File: src/rtl/core/icrs_pkg.sv
// Shared types and constants for the imager capture/readout sequencer.
// No dependencies; imported by every module of the block.
`default_nettype none

package icrs_pkg;

  // Power states, also the encoding reported in power_state
  typedef enum logic [1:0] {
    MODE_OFF     = 2'd0,
    MODE_IDLE    = 2'd1,
    MODE_IMAGING = 2'd2,
    MODE_READOUT = 2'd3
  } mode_t;

  // Function codes of an input word (code 3 only reports status)
  localparam logic [1:0] FUNC_TICK    = 2'd0;
  localparam logic [1:0] FUNC_CLAIM   = 2'd1;
  localparam logic [1:0] FUNC_DEQUEUE = 2'd2;

  // Configuration register indexes
  localparam logic [1:0] CFG_VOLTAGE_THRESHOLD = 2'd0;
  localparam logic [1:0] CFG_IMAGING_PERIOD    = 2'd1;
  localparam logic [1:0] CFG_READOUT_PERIOD    = 2'd2;
  localparam logic [1:0] CFG_START_STATE       = 2'd3;

  localparam logic [15:0] VTH_RST         = 16'd5000;
  localparam logic [23:0] IMG_PERIOD_RST  = 24'd31260;
  localparam logic [23:0] RD_PERIOD_RST   = 24'd838860;
  localparam logic [1:0]  START_STATE_RST = MODE_OFF;

  localparam logic [11:0] MW_IMAGING = 12'd3500;
  localparam logic [11:0] MW_READOUT = 12'd2500;

  typedef struct packed {
    logic [1:0]  func;
    logic [15:0] job_id;
    logic [23:0] elapsed_us;
    logic [15:0] supply_mv;
  } in_item_t;

  typedef struct packed {
    logic [1:0]  power_state;
    logic [11:0] power_mw;
    logic        image_valid;
    logic [15:0] image_id;
    logic [4:0]  claimed_count;
    logic [4:0]  ready_count;
    logic [4:0]  dropped_count;
    logic        claim_rejected;
  } out_item_t;

  typedef struct packed {
    logic [15:0] voltage_threshold_mv;
    logic [23:0] imaging_period_us;
    logic [23:0] readout_period_us;
    logic [1:0]  start_state;
  } cfg_t;

  // Controller -> datapath
  typedef struct packed {
    logic init;      // load mode from start_state
    logic load;      // capture input word
    logic exec;      // perform the function
    logic adv;       // one period-subtraction step
    logic out_load;  // fill the result register
  } cmd_t;

  // Datapath -> controller
  typedef struct packed {
    logic need_adv;
    logic adv_done;
  } status_t;

endpackage

`default_nettype wire

File: src/rtl/core/icrs_ctrl.sv
// Sequencing state machine of the capture/readout sequencer.
// Depends on icrs_pkg; drives commands into icrs_dpath.
`default_nettype none

module icrs_ctrl import icrs_pkg::*; (
  input  logic    clk,
  input  logic    rst_n,
  input  logic    in_valid,
  output logic    in_stall,
  output logic    out_valid,
  input  logic    out_stall,
  output cmd_t    cmd,
  input  status_t status
);

  typedef enum logic [4:0] {
    S_INIT = 5'b00001,
    S_IDLE = 5'b00010,
    S_EXEC = 5'b00100,
    S_ADV  = 5'b01000,
    S_OUT  = 5'b10000
  } state_t;

  state_t state_r, state_nxt;
  logic   out_valid_r, out_valid_nxt;

  always_comb begin
    state_nxt     = state_r;
    out_valid_nxt = out_valid_r && out_stall;
    cmd           = '0;
    unique case (state_r)
      S_INIT: begin
        cmd.init  = 1'b1;
        state_nxt = S_IDLE;
      end
      S_IDLE: begin
        if (in_valid) begin
          cmd.load  = 1'b1;
          state_nxt = S_EXEC;
        end
      end
      S_EXEC: begin
        cmd.exec  = 1'b1;
        state_nxt = status.need_adv ? S_ADV : S_OUT;
      end
      S_ADV: begin
        cmd.adv = 1'b1;
        if (status.adv_done) begin
          state_nxt = S_OUT;
        end
      end
      S_OUT: begin
        // wait until the previous word has left the result register
        if (!out_valid_r || !out_stall) begin
          cmd.out_load  = 1'b1;
          out_valid_nxt = 1'b1;
          state_nxt     = S_IDLE;
        end
      end
      default: state_nxt = S_INIT;
    endcase
  end

  always_ff @(posedge clk) begin
    if (!rst_n) begin
      state_r     <= S_INIT;
      out_valid_r <= 1'b0;
    end else begin
      state_r     <= state_nxt;
      out_valid_r <= out_valid_nxt;
    end
  end

  assign in_stall  = (state_r != S_IDLE);
  assign out_valid = out_valid_r;

endmodule

`default_nettype wire

File: src/rtl/core/icrs_dpath.sv
// Datapath of the capture/readout sequencer: job ring, pointers, mode,
// accumulators and result register. Depends on icrs_pkg; driven by icrs_ctrl.
`default_nettype none

module icrs_dpath import icrs_pkg::*; #(
  parameter int QUEUE_DEPTH = 16
) (
  input  logic      clk,
  input  logic      rst_n,
  input  cmd_t      cmd,
  output status_t   status,
  input  cfg_t      cfg,
  input  in_item_t  in_data,
  output out_item_t out_data
);

  localparam int PW = $clog2(2 * QUEUE_DEPTH);
  localparam int IW = $clog2(QUEUE_DEPTH);
  localparam logic [PW-1:0] PTR_LAST = PW'(2 * QUEUE_DEPTH - 1);
  localparam logic [PW-1:0] DEPTH_P  = PW'(QUEUE_DEPTH);
  localparam logic [PW:0]   PTR_MOD  = (PW + 1)'(2 * QUEUE_DEPTH);

  function automatic logic [PW-1:0] ptr_inc(input logic [PW-1:0] p);
    ptr_inc = (p == PTR_LAST) ? '0 : p + 1'b1;
  endfunction

  function automatic logic [PW-1:0] ptr_dist(input logic [PW-1:0] to_p,
                                             input logic [PW-1:0] from_p);
    logic [PW:0] diff;
    diff = {1'b0, to_p} - {1'b0, from_p};
    if (to_p < from_p) diff = diff + PTR_MOD;
    ptr_dist = diff[PW-1:0];
  endfunction

  function automatic logic [IW-1:0] ptr_idx(input logic [PW-1:0] p);
    logic [PW-1:0] q;
    q = (p >= DEPTH_P) ? p - DEPTH_P : p;
    ptr_idx = q[IW-1:0];
  endfunction

  in_item_t  item_r, item_nxt;
  mode_t     mode_r, mode_nxt;
  logic [PW-1:0] ready_head_r, ready_head_nxt;
  logic [PW-1:0] readout_head_r, readout_head_nxt;
  logic [PW-1:0] imaging_head_r, imaging_head_nxt;
  logic [PW-1:0] ring_tail_r, ring_tail_nxt;
  logic [24:0] img_acc_r, img_acc_nxt;
  logic [24:0] rd_acc_r, rd_acc_nxt;
  logic        image_valid_r, image_valid_nxt;
  logic [15:0] image_id_r, image_id_nxt;
  logic [4:0]  dropped_r, dropped_nxt;
  logic        rejected_r, rejected_nxt;
  out_item_t   out_r, out_nxt;

  logic [15:0] ring [QUEUE_DEPTH];
  logic [15:0] rdata_r;

  logic good, is_tick, img_step, rd_step, ring_full, ring_we;
  logic [11:0] mw;

  assign good     = item_r.supply_mv >= cfg.voltage_threshold_mv;
  assign is_tick  = (item_r.func == FUNC_TICK);
  assign img_step = (imaging_head_r != ring_tail_r) &&
                    (img_acc_r >= {1'b0, cfg.imaging_period_us});
  assign rd_step  = (readout_head_r != imaging_head_r) &&
                    (rd_acc_r >= {1'b0, cfg.readout_period_us});
  // ready images share the ring, so fullness counts from ready_head
  assign ring_full = ptr_dist(ring_tail_r, ready_head_r) >= DEPTH_P;
  assign ring_we   = cmd.exec && (item_r.func == FUNC_CLAIM) && !ring_full;

  assign status.need_adv = is_tick && good &&
                           (mode_r == MODE_IMAGING || mode_r == MODE_READOUT);
  assign status.adv_done = (mode_r == MODE_IMAGING) ? !img_step : !rd_step;

  always_comb begin
    case (mode_r)
      MODE_IMAGING: mw = MW_IMAGING;
      MODE_READOUT: mw = MW_READOUT;
      default:      mw = '0;
    endcase
  end

  always_comb begin
    item_nxt         = item_r;
    mode_nxt         = mode_r;
    ready_head_nxt   = ready_head_r;
    readout_head_nxt = readout_head_r;
    imaging_head_nxt = imaging_head_r;
    ring_tail_nxt    = ring_tail_r;
    img_acc_nxt      = img_acc_r;
    rd_acc_nxt       = rd_acc_r;
    image_valid_nxt  = image_valid_r;
    image_id_nxt     = image_id_r;
    dropped_nxt      = dropped_r;
    rejected_nxt     = rejected_r;
    out_nxt          = out_r;

    if (cmd.init) begin
      mode_nxt = mode_t'(cfg.start_state);
    end

    if (cmd.load) begin
      item_nxt        = in_data;
      image_valid_nxt = 1'b0;
      image_id_nxt    = '0;
      dropped_nxt     = '0;
      rejected_nxt    = 1'b0;
    end

    if (cmd.exec) begin
      case (item_r.func)
        FUNC_TICK: begin
          unique case (mode_r)
            MODE_OFF: begin
              if (good) begin
                mode_nxt = (readout_head_r != imaging_head_r) ? MODE_READOUT : MODE_IDLE;
              end
            end
            MODE_IDLE: begin
              if (!good) begin
                mode_nxt = MODE_OFF;
              end else if (imaging_head_r != ring_tail_r) begin
                mode_nxt = MODE_IMAGING;
              end
            end
            MODE_IMAGING: begin
              if (!good) begin
                // brownout drops every job still waiting for capture
                dropped_nxt   = 5'(ptr_dist(ring_tail_r, imaging_head_r));
                ring_tail_nxt = imaging_head_r;
                img_acc_nxt   = '0;
                mode_nxt      = MODE_OFF;
              end else begin
                img_acc_nxt = img_acc_r + 25'(item_r.elapsed_us);
              end
            end
            MODE_READOUT: begin
              if (!good) begin
                mode_nxt = MODE_OFF;
              end else begin
                rd_acc_nxt = rd_acc_r + 25'(item_r.elapsed_us);
              end
            end
            default: mode_nxt = mode_r;
          endcase
        end
        FUNC_CLAIM: begin
          if (ring_full) begin
            rejected_nxt = 1'b1;
          end else begin
            ring_tail_nxt = ptr_inc(ring_tail_r);
          end
        end
        FUNC_DEQUEUE: begin
          if (ready_head_r != readout_head_r) begin
            image_valid_nxt = 1'b1;
            image_id_nxt    = rdata_r;
            ready_head_nxt  = ptr_inc(ready_head_r);
          end
        end
        default: ;
      endcase
    end

    // one job per cycle; on the last cycle an emptied region changes the mode
    if (cmd.adv) begin
      if (mode_r == MODE_IMAGING) begin
        if (img_step) begin
          imaging_head_nxt = ptr_inc(imaging_head_r);
          img_acc_nxt      = img_acc_r - {1'b0, cfg.imaging_period_us};
        end else if (imaging_head_r == ring_tail_r) begin
          img_acc_nxt = '0;
          mode_nxt    = MODE_READOUT;
        end
      end else begin
        if (rd_step) begin
          readout_head_nxt = ptr_inc(readout_head_r);
          rd_acc_nxt       = rd_acc_r - {1'b0, cfg.readout_period_us};
        end else if (readout_head_r == imaging_head_r) begin
          rd_acc_nxt = '0;
          mode_nxt   = MODE_IDLE;
        end
      end
    end

    if (cmd.out_load) begin
      out_nxt.power_state    = mode_r;
      out_nxt.power_mw       = mw;
      out_nxt.image_valid    = image_valid_r;
      out_nxt.image_id       = image_id_r;
      out_nxt.claimed_count  = 5'(ptr_dist(ring_tail_r, readout_head_r));
      out_nxt.ready_count    = 5'(ptr_dist(readout_head_r, ready_head_r));
      out_nxt.dropped_count  = dropped_r;
      out_nxt.claim_rejected = rejected_r;
    end
  end

  always_ff @(posedge clk) begin
    if (!rst_n) begin
      mode_r         <= MODE_OFF;
      ready_head_r   <= '0;
      readout_head_r <= '0;
      imaging_head_r <= '0;
      ring_tail_r    <= '0;
      img_acc_r      <= '0;
      rd_acc_r       <= '0;
    end else begin
      mode_r         <= mode_nxt;
      ready_head_r   <= ready_head_nxt;
      readout_head_r <= readout_head_nxt;
      imaging_head_r <= imaging_head_nxt;
      ring_tail_r    <= ring_tail_nxt;
      img_acc_r      <= img_acc_nxt;
      rd_acc_r       <= rd_acc_nxt;
    end
  end

  always_ff @(posedge clk) begin
    item_r        <= item_nxt;
    image_valid_r <= image_valid_nxt;
    image_id_r    <= image_id_nxt;
    dropped_r     <= dropped_nxt;
    rejected_r    <= rejected_nxt;
    out_r         <= out_nxt;
  end

  // job ring: one write port at the tail, registered read at ready_head
  always_ff @(posedge clk) begin
    if (ring_we) begin
      ring[ptr_idx(ring_tail_r)] <= item_r.job_id;
    end
    rdata_r <= ring[ptr_idx(ready_head_r)];
  end

  assign out_data = out_r;

endmodule

`default_nettype wire

File: src/rtl/core/imager_capture_readout_sequencer.sv
// Top level of the imager capture/readout sequencer: configuration registers,
// controller and datapath. Depends on icrs_pkg, icrs_ctrl and icrs_dpath.
`default_nettype none

// Power and job sequencer for an imaging sensor. Job ids sit in one ring of
// QUEUE_DEPTH entries split into capture, readout and ready regions; the mode
// is off, idle, imaging or readout. Each input word is a tick, a claim or a
// dequeue and yields exactly one result word. Words are handled one at a
// time: claim, dequeue, status-only words and ticks that do not run the
// period loop (off, idle, or a brownout) go from accept through execute
// and result load back to accept. A tick in imaging or readout with a
// good supply runs the period-subtraction loop between execute and result
// load, one job per cycle and then a closing step; at most QUEUE_DEPTH
// jobs move. A result word still stalled at the output holds the result
// load while it waits.
// The cycle after reset loads the mode from start_state; no word is taken
// then. The config port is always ready and must only be written while idle.
module imager_capture_readout_sequencer import icrs_pkg::*; #(
  parameter int QUEUE_DEPTH = 16
) (
  input  logic      clk,
  input  logic      rst_n,
  input  logic      in_valid,
  output logic      in_stall,
  input  in_item_t  in_data,
  output logic      out_valid,
  input  logic      out_stall,
  output out_item_t out_data,
  input  logic      cfg_valid,
  output logic      cfg_ready,
  input  logic [1:0]  cfg_addr,
  input  logic [23:0] cfg_wdata
);

  cfg_t    cfg_r, cfg_nxt;
  cmd_t    cmd;
  status_t status;

  assign cfg_ready = 1'b1;

  always_comb begin
    cfg_nxt = cfg_r;
    if (cfg_valid && cfg_ready) begin
      unique case (cfg_addr)
        CFG_VOLTAGE_THRESHOLD: cfg_nxt.voltage_threshold_mv = cfg_wdata[15:0];
        CFG_IMAGING_PERIOD:    cfg_nxt.imaging_period_us    = cfg_wdata;
        CFG_READOUT_PERIOD:    cfg_nxt.readout_period_us    = cfg_wdata;
        CFG_START_STATE:       cfg_nxt.start_state          = cfg_wdata[1:0];
        default:               cfg_nxt = cfg_r;
      endcase
    end
  end

  always_ff @(posedge clk) begin
    if (!rst_n) begin
      cfg_r.voltage_threshold_mv <= VTH_RST;
      cfg_r.imaging_period_us    <= IMG_PERIOD_RST;
      cfg_r.readout_period_us    <= RD_PERIOD_RST;
      cfg_r.start_state          <= START_STATE_RST;
    end else begin
      cfg_r <= cfg_nxt;
    end
  end

  icrs_ctrl u_ctrl (
    .clk       (clk),
    .rst_n     (rst_n),
    .in_valid  (in_valid),
    .in_stall  (in_stall),
    .out_valid (out_valid),
    .out_stall (out_stall),
    .cmd       (cmd),
    .status    (status)
  );

  icrs_dpath #(
    .QUEUE_DEPTH (QUEUE_DEPTH)
  ) u_dpath (
    .clk      (clk),
    .rst_n    (rst_n),
    .cmd      (cmd),
    .status   (status),
    .cfg      (cfg_r),
    .in_data  (in_data),
    .out_data (out_data)
  );

  // one word in flight: after an accept the input side stalls
  a_one_in_flight: assert property (@(posedge clk) disable iff (!rst_n)
    (in_valid && !in_stall) |=> in_stall)
    else $error("input accepted while a word is in flight");

  // a result word is never overwritten while still waiting
  a_no_overwrite: assert property (@(posedge clk) disable iff (!rst_n)
    cmd.out_load |-> (!out_valid || !out_stall))
    else $error("result register loaded while stalled");

  a_cmd_exclusive: assert property (@(posedge clk) disable iff (!rst_n)
    $onehot0({cmd.init, cmd.load, cmd.exec, cmd.adv, cmd.out_load}))
    else $error("controller issued more than one command");

endmodule

`default_nettype wire

File: config.mk
export PLATFORM = sky130hd
export DESIGN_NAME = imager_capture_readout_sequencer
export DESIGN_NICKNAME = d
export VERILOG_FILES = /design/src/rtl/core/icrs_pkg.sv /design/src/rtl/core/icrs_ctrl.sv /design/src/rtl/core/icrs_dpath.sv /design/src/rtl/core/imager_capture_readout_sequencer.sv
export SDC_FILE = /design/constraint.sdc
export NUM_CORES = 1
export LEC_CHECK = 0
export ABC_AREA = 1
export BUFFER_PORTS_ARGS = -buffer_cell sky130_fd_sc_hd__buf_2
export CAP_MARGIN = 20
export CORE_MARGIN = 2
export CORE_UTILIZATION = 39
export DETAILED_ROUTE_END_ITERATION = 16
export RECOVER_POWER = 25
export SYNTH_ARGS = -nofsm -noshare
export SYNTH_HDL_FRONTEND = slang
export SYNTH_HIERARCHICAL = 1
export SYNTH_SLANG_ARGS = --single-unit
File: constraint.sdc
create_clock -name clk -period 5.7 [get_ports clk]
set_input_delay 0.57 -clock clk [delete_from_list [all_inputs] [get_ports clk]]
set_output_delay 0.57 -clock clk [all_outputs]
set_load 0.03 [all_outputs]
==> impl_results.md, run 1 <==
* Post-synth cell types at 51
* Layout cell share with drive strength beyond 1 at 8.79%
* CP Max Fanout at 68
* Clk sinks at 535
* Initial antenna violation count at 2
* Detail Route Antenna Nets at 0
* Die Wd at 274 um
* RSZ-0062 raised after global routing: no
* Chip Height at 274 um
* Clk_skew at 72.3 ps
* DP Area at 0.0300 mm2
* H-tree depth at 2
* Worst Path Required at 6230 ps
* Ys async rst share at 0%
* DP HPWL at 62600 um
* Worst path most repeated cell: nand4_1
* Max Root-Sink Buffers at 3
* Min-delay src: in_data[42]
* Max Fclk at 254 MHz
* MaxCap Viol Count at 1
* Largest net degree at the start of global routing at 103
* Power Density at 276 mW/mm2
* Status: complete, but fails checks
* Routed vias/inst at 5.10
* Relative slew margins at -150%
* Antenna Diode Count at 0
* Synth Flop Type: edfxtp_1
* Gpl congestion at 0.986
* Worst Setup Slack post-DPL at 1720 ps
* Clock Latency Late Sink at 690 ps
* Critical Path Start: u_dpath/ready_head_r[1]$_SDFFE_PN0P_
* WL final at 84800 um
* Final number of setup-violating endpoints at 0
* Register bit total from synthesis at 535
* DRC viols at 0
* First-pass GRT wire length at 128000 um
* Core Area at 0.0726 mm2
* Routed vias at 23200
* Worst EP arrival at 4470 ps
* Least-Margin Pin Slew at 3750 ps
* Crit-path cells: buf_4, inv_2, buf_4, ha_1, nand4_1, or2_2, nand4_1, inv_1, nand4_1, xor2_1, nor2_1
* R2R cell count at 11
* Die area at 0.0751 mm2
* Layout Nets at 3779
* Worst setup EP type: flop
* First-pass iteration count of the detailed router at 5
* Sequential fraction of the synthesis area at 50.0%
* FF-to-FF Start: u_dpath/ready_head_r[1]$_SDFFE_PN0P_
* Final WS setup at 1760 ps
* Kind of critical path: reg -> reg
* Initial Utilization at 39.2%
* CTS tree: built
* Slew Limit Fails at 80
* PortBufs at 133
* Hold depth at 1
* # IOs at 139
* Area delta synth->final at 12.6%
* Avg Inst Size Synth at 8.26 um2
* Setup TNS at 0 ps
* Mapped Cells at 3443
* Syn Std Cell Area at 0.0285 mm2
* # hold bufs at CTS at 0
* Number of global-route vias before repair at 21700
* Setup Buffers After CTS at 0
* Violated checks: max-capacitance violations, max-slew violations
* CP peak stage delay at 850 ps
* Drt wl/cell at 18.6 um
* Worst-case hold slack at 58.7 ps
* CTS resizes at 0
* Pleak at 14.2 nW
* Post-layout minimum cycle time at 3940 ps
* Reg-to-reg slack, setup at 1760 ps
* Initial detailed-routing violation count at 2215
* Total CTS buffers at 60
* Clock slew at reported path FFs at 60 ps
* Finished Cell Area at 0.0320 mm2
* Critical path's slowest cell: inv_1
* Final period util at 69.1%
* VDD IR max at 0.000271 V
* Global route total overflow at 0
* Root buf cell: clkbuf_16
* Critical Path Start Type: flop
* Synth Warn # at 6
* Fin. Hold Viols at 0
* Hold crit path type: in -> reg
* Overall Global Routing Usage at 22.4%
* Post-synth EDFFs at 352
* Rows at 99
[metal layers]
| metal | track usage [%] | routed length, um |
|---|---|---|
| met1 | 31.6 | 38500 |
| met2 | 34.4 | 36800 |
| met3 | 3.92 | 6370 |
| met4 | 8.17 | 3140 |
| met5 | 0 | 7 |
[layout by cell type (no fill, tap or decap), types with 23 or more instances in the layout]
cell type	n
nor2_1	400
xnor2_1	37
nand4_1	48
edfxtp_1	352
dfxtp_1	181
inv_1	419
xor2_1	41
o22ai_1	43
nand2_1	920
nor3_1	23
ha_1	138
a21oi_1	161
o221ai_1	26
o21ai_0	201
nand3_1	203
clkbuf_16	61
buf_2	128
[cell usage after synthesis (all sizes together), types with 42 or more instances]
| cell | instances | area share [%] |
|---|---|---|
| o22ai | 43 | 0.95 |
| buf | 42 | 0.95 |
| nor2 | 424 | 5.8 |
| o21ai | 205 | 3.6 |
| ha | 138 | 6.1 |
| nand3 | 207 | 3.7 |
| a21oi | 165 | 3.0 |
| nand2 | 932 | 12 |
| clkbuf | 71 | 0.95 |
| edfxtp | 352 | 37 |
| nand4 | 49 | 1.1 |
| inv | 430 | 5.7 |
| dfxtp | 183 | 13 |
[worst max-delay path, delay by kind of cell (launching register included)]
| family | cells | cell delay [ps] |
|---|---|---|
| fa+ha+maj | 1 | 400 |
| buf+inv | 4 | 1770 |
| simple gates | 5 | 1150 |
| xor+xnor | 1 | 180 |
| flops | 1 | 310 |
[layout make-up]
type	instances	area [um2]
fillers	7321	40500
flip-flops and latches	535	14200
multi-input cells	2365	12100
inverters	433	1630
clock buffers	73	1620
well taps	959	1200
repair buffers	150	787
clock inverters	41	462
[power breakdown]
group | switching [mW] | internal [mW] | leakage, nW
Clock | 1.68 | 2.32 | 1.00
Combinational | 0.315 | 0.165 | 8.50
Sequential | 0.108 | 4.26 | 4.67
Total | 2.11 | 6.75 | 14.2
[metrics by stage]
| step | power [mW] | instances | utilization [%] |
|---|---|---|---|
| 6_report | 8.86 | 4556 | 44.2 |
| 5_1_grt | 9.18 | 4556 | 44.2 |
| 4_1_cts | 8.95 | 4555 | 44.2 |
| 3_5_place_dp | 4.93 | 4441 | 41.3 |
| 3_3_place_gp | 4.93 | 4441 | 41.3 |
| 2_1_floorplan | 4.73 | 3446 | - |
[path summary, 6_finish.rpt]
kind,end
setup reg to reg,u_dpath/ready_head_r[3]$_SDFFE_PN0P_
setup / recovery,u_dpath/ready_head_r[3]$_SDFFE_PN0P_
hold reg to reg,u_dpath/image_id_r[12]$_DFF_P_
hold / removal,u_dpath/item_r[42]$_DFFE_PP_
[sequential cells by signal (all words and copies together) (netlist names)]
name	count
u_dpath/rejected_r	1
u_dpath/readout_head_r	5
u_dpath/imaging_head_r	5
u_dpath/image_id_r	16
u_dpath/dropped_r	5
u_dpath/mode_r	2
u_dpath/rdata_r	16
u_dpath/image_valid_r	1
u_dpath/img_acc_r	25
u_dpath/item_r	58
u_dpath/out_data	38
u_dpath/ring	256
u_dpath/ready_head_r	5
u_dpath/ring_tail_r	5
u_ctrl/out_valid	1
u_dpath/rd_acc_r	25
cfg_r	66
u_ctrl/state_r	5
[logic make-up after synthesis]
kind of cell             count (synthesis)  share of synthesized area, %
other                                    2                        0.0264
AND/OR/NAND/NOR                       1665                          24.2
buffers and inverters                  546                          7.62
adder cells (fa/ha/maj)                145                          6.56
XOR/XNOR                                78                          2.40
flip-flops                             535                          50.0
AO/OA/AOI/OAI                          472                          9.19
(Power assumes the default switching activity.)
==> run 2: changes to the inputs <==
clock period = 3.7 ns   (was 5.7 ns; I/O delays follow)
==> run 2 against run 1 <==
Die area unchanged. Sequential share of layout area decreased by 0.92 points. Routed wire length increased by 1.8%. Critical endpoint is now u_dpath/rd_acc_r[17]$_SDFF_PN0_. Design area increased by 2.1%. Fmax increased by 28%. Clock-buffer cell count increased by 3. Flip-flop and latch count unchanged. The flow now finishes without violations. Sequential power increased by 54%. Total power increased by 50%. Critical path type unchanged.
==> impl_results.md, run 2 (synthesized netlist as in run 1, its figures left out) <==
* Status: finished, final reports clean
* Rows at 99 (unchanged)
* Finished Layout Cells at 4640 (+1.8%)
* Relative slew margins at 32.8% (+180 points)
* Clk_skew at 59.9 ps (-12.4 ps)
* DP HPWL at 62500 um (-0.22%)
* Delay-heaviest family, CP: simple AND/OR/NAND/NOR gates
* Routed vias at 23600 (+1.4%)
* Layout cell share with drive strength beyond 1 at 8.78% (about the same)
* Max FFs per register at 256 (unchanged)
* Crit-path cells: clkbuf_1, inv_2, nor2_1, nor2_2, inv_1, nor2_1, nor2_1, inv_1, a21oi_1, nand2_1, inv_1
* Power Density at 406 mW/mm2 (+47%)
* Reg-to-reg slack, setup at 620 ps (-1140 ps)
* Die area at 0.0751 mm2 (unchanged)
* Largest net degree at the start of global routing at 101 (-1.9%)
* Detail Route Antenna Nets at 0 (unchanged)
* Fin. Hold Viols at 0 (unchanged)
* Met1 wire length at 38800 um (+0.56%)
* RSZ-0062 raised after global routing: no
* Crit path depth at 11 (unchanged)
* Commonest cells after routing, fill and taps aside: nand2_1 (920), inv_1 (419), nor2_1 (399)
* Die Wd at 274 um (unchanged)
* Critical Path Start Type: flop
* Gpl congestion at 0.970 (-1.6%)
* Pleak at 14.5 nW (+2.0%)
* Kind of critical path: reg -> reg
* Least-Margin Pin Slew at 1010 ps (-2740 ps)
* Final period util at 83.2% (+14 points)
* PortBufs at 133 (unchanged)
* Drt wl/cell at 18.6 um (about the same)
* Global route total overflow at 0 (unchanged)
* Overall Global Routing Usage at 22.9% (+0.50 points)
* CP Max Fanout at 14 (-79%)
* CTS resizes at 0 (unchanged)
* Initial detailed-routing violation count at 2158 (-2.6%)
* MaxCap Viol Count at 0 (-1)
* Setup TNS at 0 ps (unchanged)
* DRC viols at 0 (unchanged)
* Total CTS buffers at 58 (-3.3%)
* Top layer in use: met4
* Hold crit path type: in -> reg
* R2R cell count at 11 (unchanged)
* Initial Utilization at 39.2% (unchanged)
* Metal2 WL at 38500 um (+4.7%)
* Max Fclk at 325 MHz (+28%)
* Worst r2r dst: u_dpath/rd_acc_r[17]$_SDFF_PN0_
* Largest Register: u_dpath/ring
* Initial antenna violation count at 0 (-2)
* Clock slew at reported path FFs at 60 ps (about the same)
* # hold bufs at CTS at 60 (+60)
* Worst EP arrival at 3640 ps (-830 ps)
* Chip Height at 274 um (unchanged)
* Final number of setup-violating endpoints at 0 (unchanged)
* VDD IR max at 0.000345 V (+27%)
* Area delta synth->final at 15.0%
* Post-layout minimum cycle time at 3080 ps (-858 ps)
* Clk sinks at 535 (unchanged)
* Slew Limit Fails at 0 (-100%)
* Critical Path Start: u_dpath/mode_r[1]$_SDFF_PN0_
* CTS tree: built
* Placed insts at 4469 (+0.63%)
* WL final at 86400 um (+1.8%)
* Critical path's slowest cell: nor2_1
* Top Registers: u_dpath/ring x256, cfg_r x66, u_dpath/item_r x58
* H-tree depth at 2 (unchanged)
* Setup Buffers After CTS at 0 (unchanged)
* Max Root-Sink Buffers at 3 (unchanged)
* Routed vias/inst at 5.08 (-0.45%)
* FF-to-FF Start: u_dpath/mode_r[1]$_SDFF_PN0_
* Root buf cell: clkbuf_16
* Worst setup EP type: flop
* WP buf/inv at 5 (+1)
* Layout Nets at 3864 (+2.2%)
* Worst Path Required at 4270 ps (-1960 ps)
* Commonest non-fill, non-tap cell in the layout: nand2_1
* First-pass iteration count of the detailed router at 5 (unchanged)
* Number of global-route vias before repair at 22500 (+4.0%)
* Clock Latency Late Sink at 670 ps (-20 ps)
* Setup crit end: u_dpath/rd_acc_r[17]$_SDFF_PN0_
* First-pass GRT wire length at 131000 um (+2.8%)
* CP peak stage delay at 620 ps (-230 ps)
* # IOs at 139 (unchanged)
* Core Area at 0.0726 mm2 (unchanged)
* DR WL met3 at 6210 um (-2.5%)
-- run 2: worst min path at each step --
| stage | from | end | cells after the start | slack [ps] |
|---|---|---|---|---|
| 6_report | cfg_wdata[11] | cfg_r[37]$_SDFFE_PN1P_ | 3 | 50 |
| 5_1_grt | cfg_wdata[23] | cfg_r[49]$_SDFFE_PN0P_ | 3 | 50 |
| 4_1_cts | cfg_wdata[11] | cfg_r[37]$_SDFFE_PN1P_ | 3 | 30 |
| 3_5_place_dp | u_dpath/rdata_r[0]$_DFF_P_ | u_dpath/image_id_r[0]$_DFF_P_ | 2 | 410 |
| 3_3_place_gp | u_dpath/rdata_r[0]$_DFF_P_ | u_dpath/image_id_r[0]$_DFF_P_ | 2 | 420 |
| 2_1_floorplan | u_dpath/rdata_r[0]$_DFF_P_ | u_dpath/image_id_r[0]$_DFF_P_ | 2 | 400 |
-- run 2: through the flow --
step | util (%) | area, um2 | hold WS (ps) | worst slack (ps) | power, mW
finish | 45.1 | 32700 | 50.4 | 622 | 13.3
CTS | 45.1 | 32800 | 32.8 | 818 | 13.4
detailed placement | 41.6 | 30200 | 413 | 799 | 7.60
floorplan | - | 28500 | 403 | 186 | 7.29
global placement | 41.6 | 30200 | 416 | 739 | 7.59
global route | 45.1 | 32700 | 50.8 | 393 | 13.8
-- run 2: routing by layer --
layer  up-vias  global-route usage, %
met5         -                      0
met4         0                   7.71
met3       140                   4.05
met2       766                   36.5
met1     10900                   31.4
li1      11700                      -
-- run 2: cell type report --
type / instances / area (um2)
repair buffers: 237 / 1610
clock inverters: 34 / 319
flip-flops and latches: 535 / 14200
inverters: 433 / 1630
fillers: 7240 / 39900
well taps: 959 / 1200
clock buffers: 76 / 1610
diodes: 1 / 2.50
multi-input cells: 2365 / 12100
-- run 2: worst reg2reg max path, stage by stage, from the launching register on --
cell,delay [ps]
dfxtp_1,310
clkbuf_1,350
inv_2,140
nor2_1,510
nor2_2,250
inv_1,250
nor2_1,110
nor2_1,620
inv_1,210
a21oi_1,170
nand2_1,70
inv_1,50
-- run 2: where the power goes --
group | switching [mW] | total (mW) | internal (mW)
Sequential | 0.138 | 6.71 | 6.57
Clock | 2.53 | 5.77 | 3.24
Combinational | 0.519 | 0.811 | 0.292
Total | 3.19 | 13.3 | 10.1
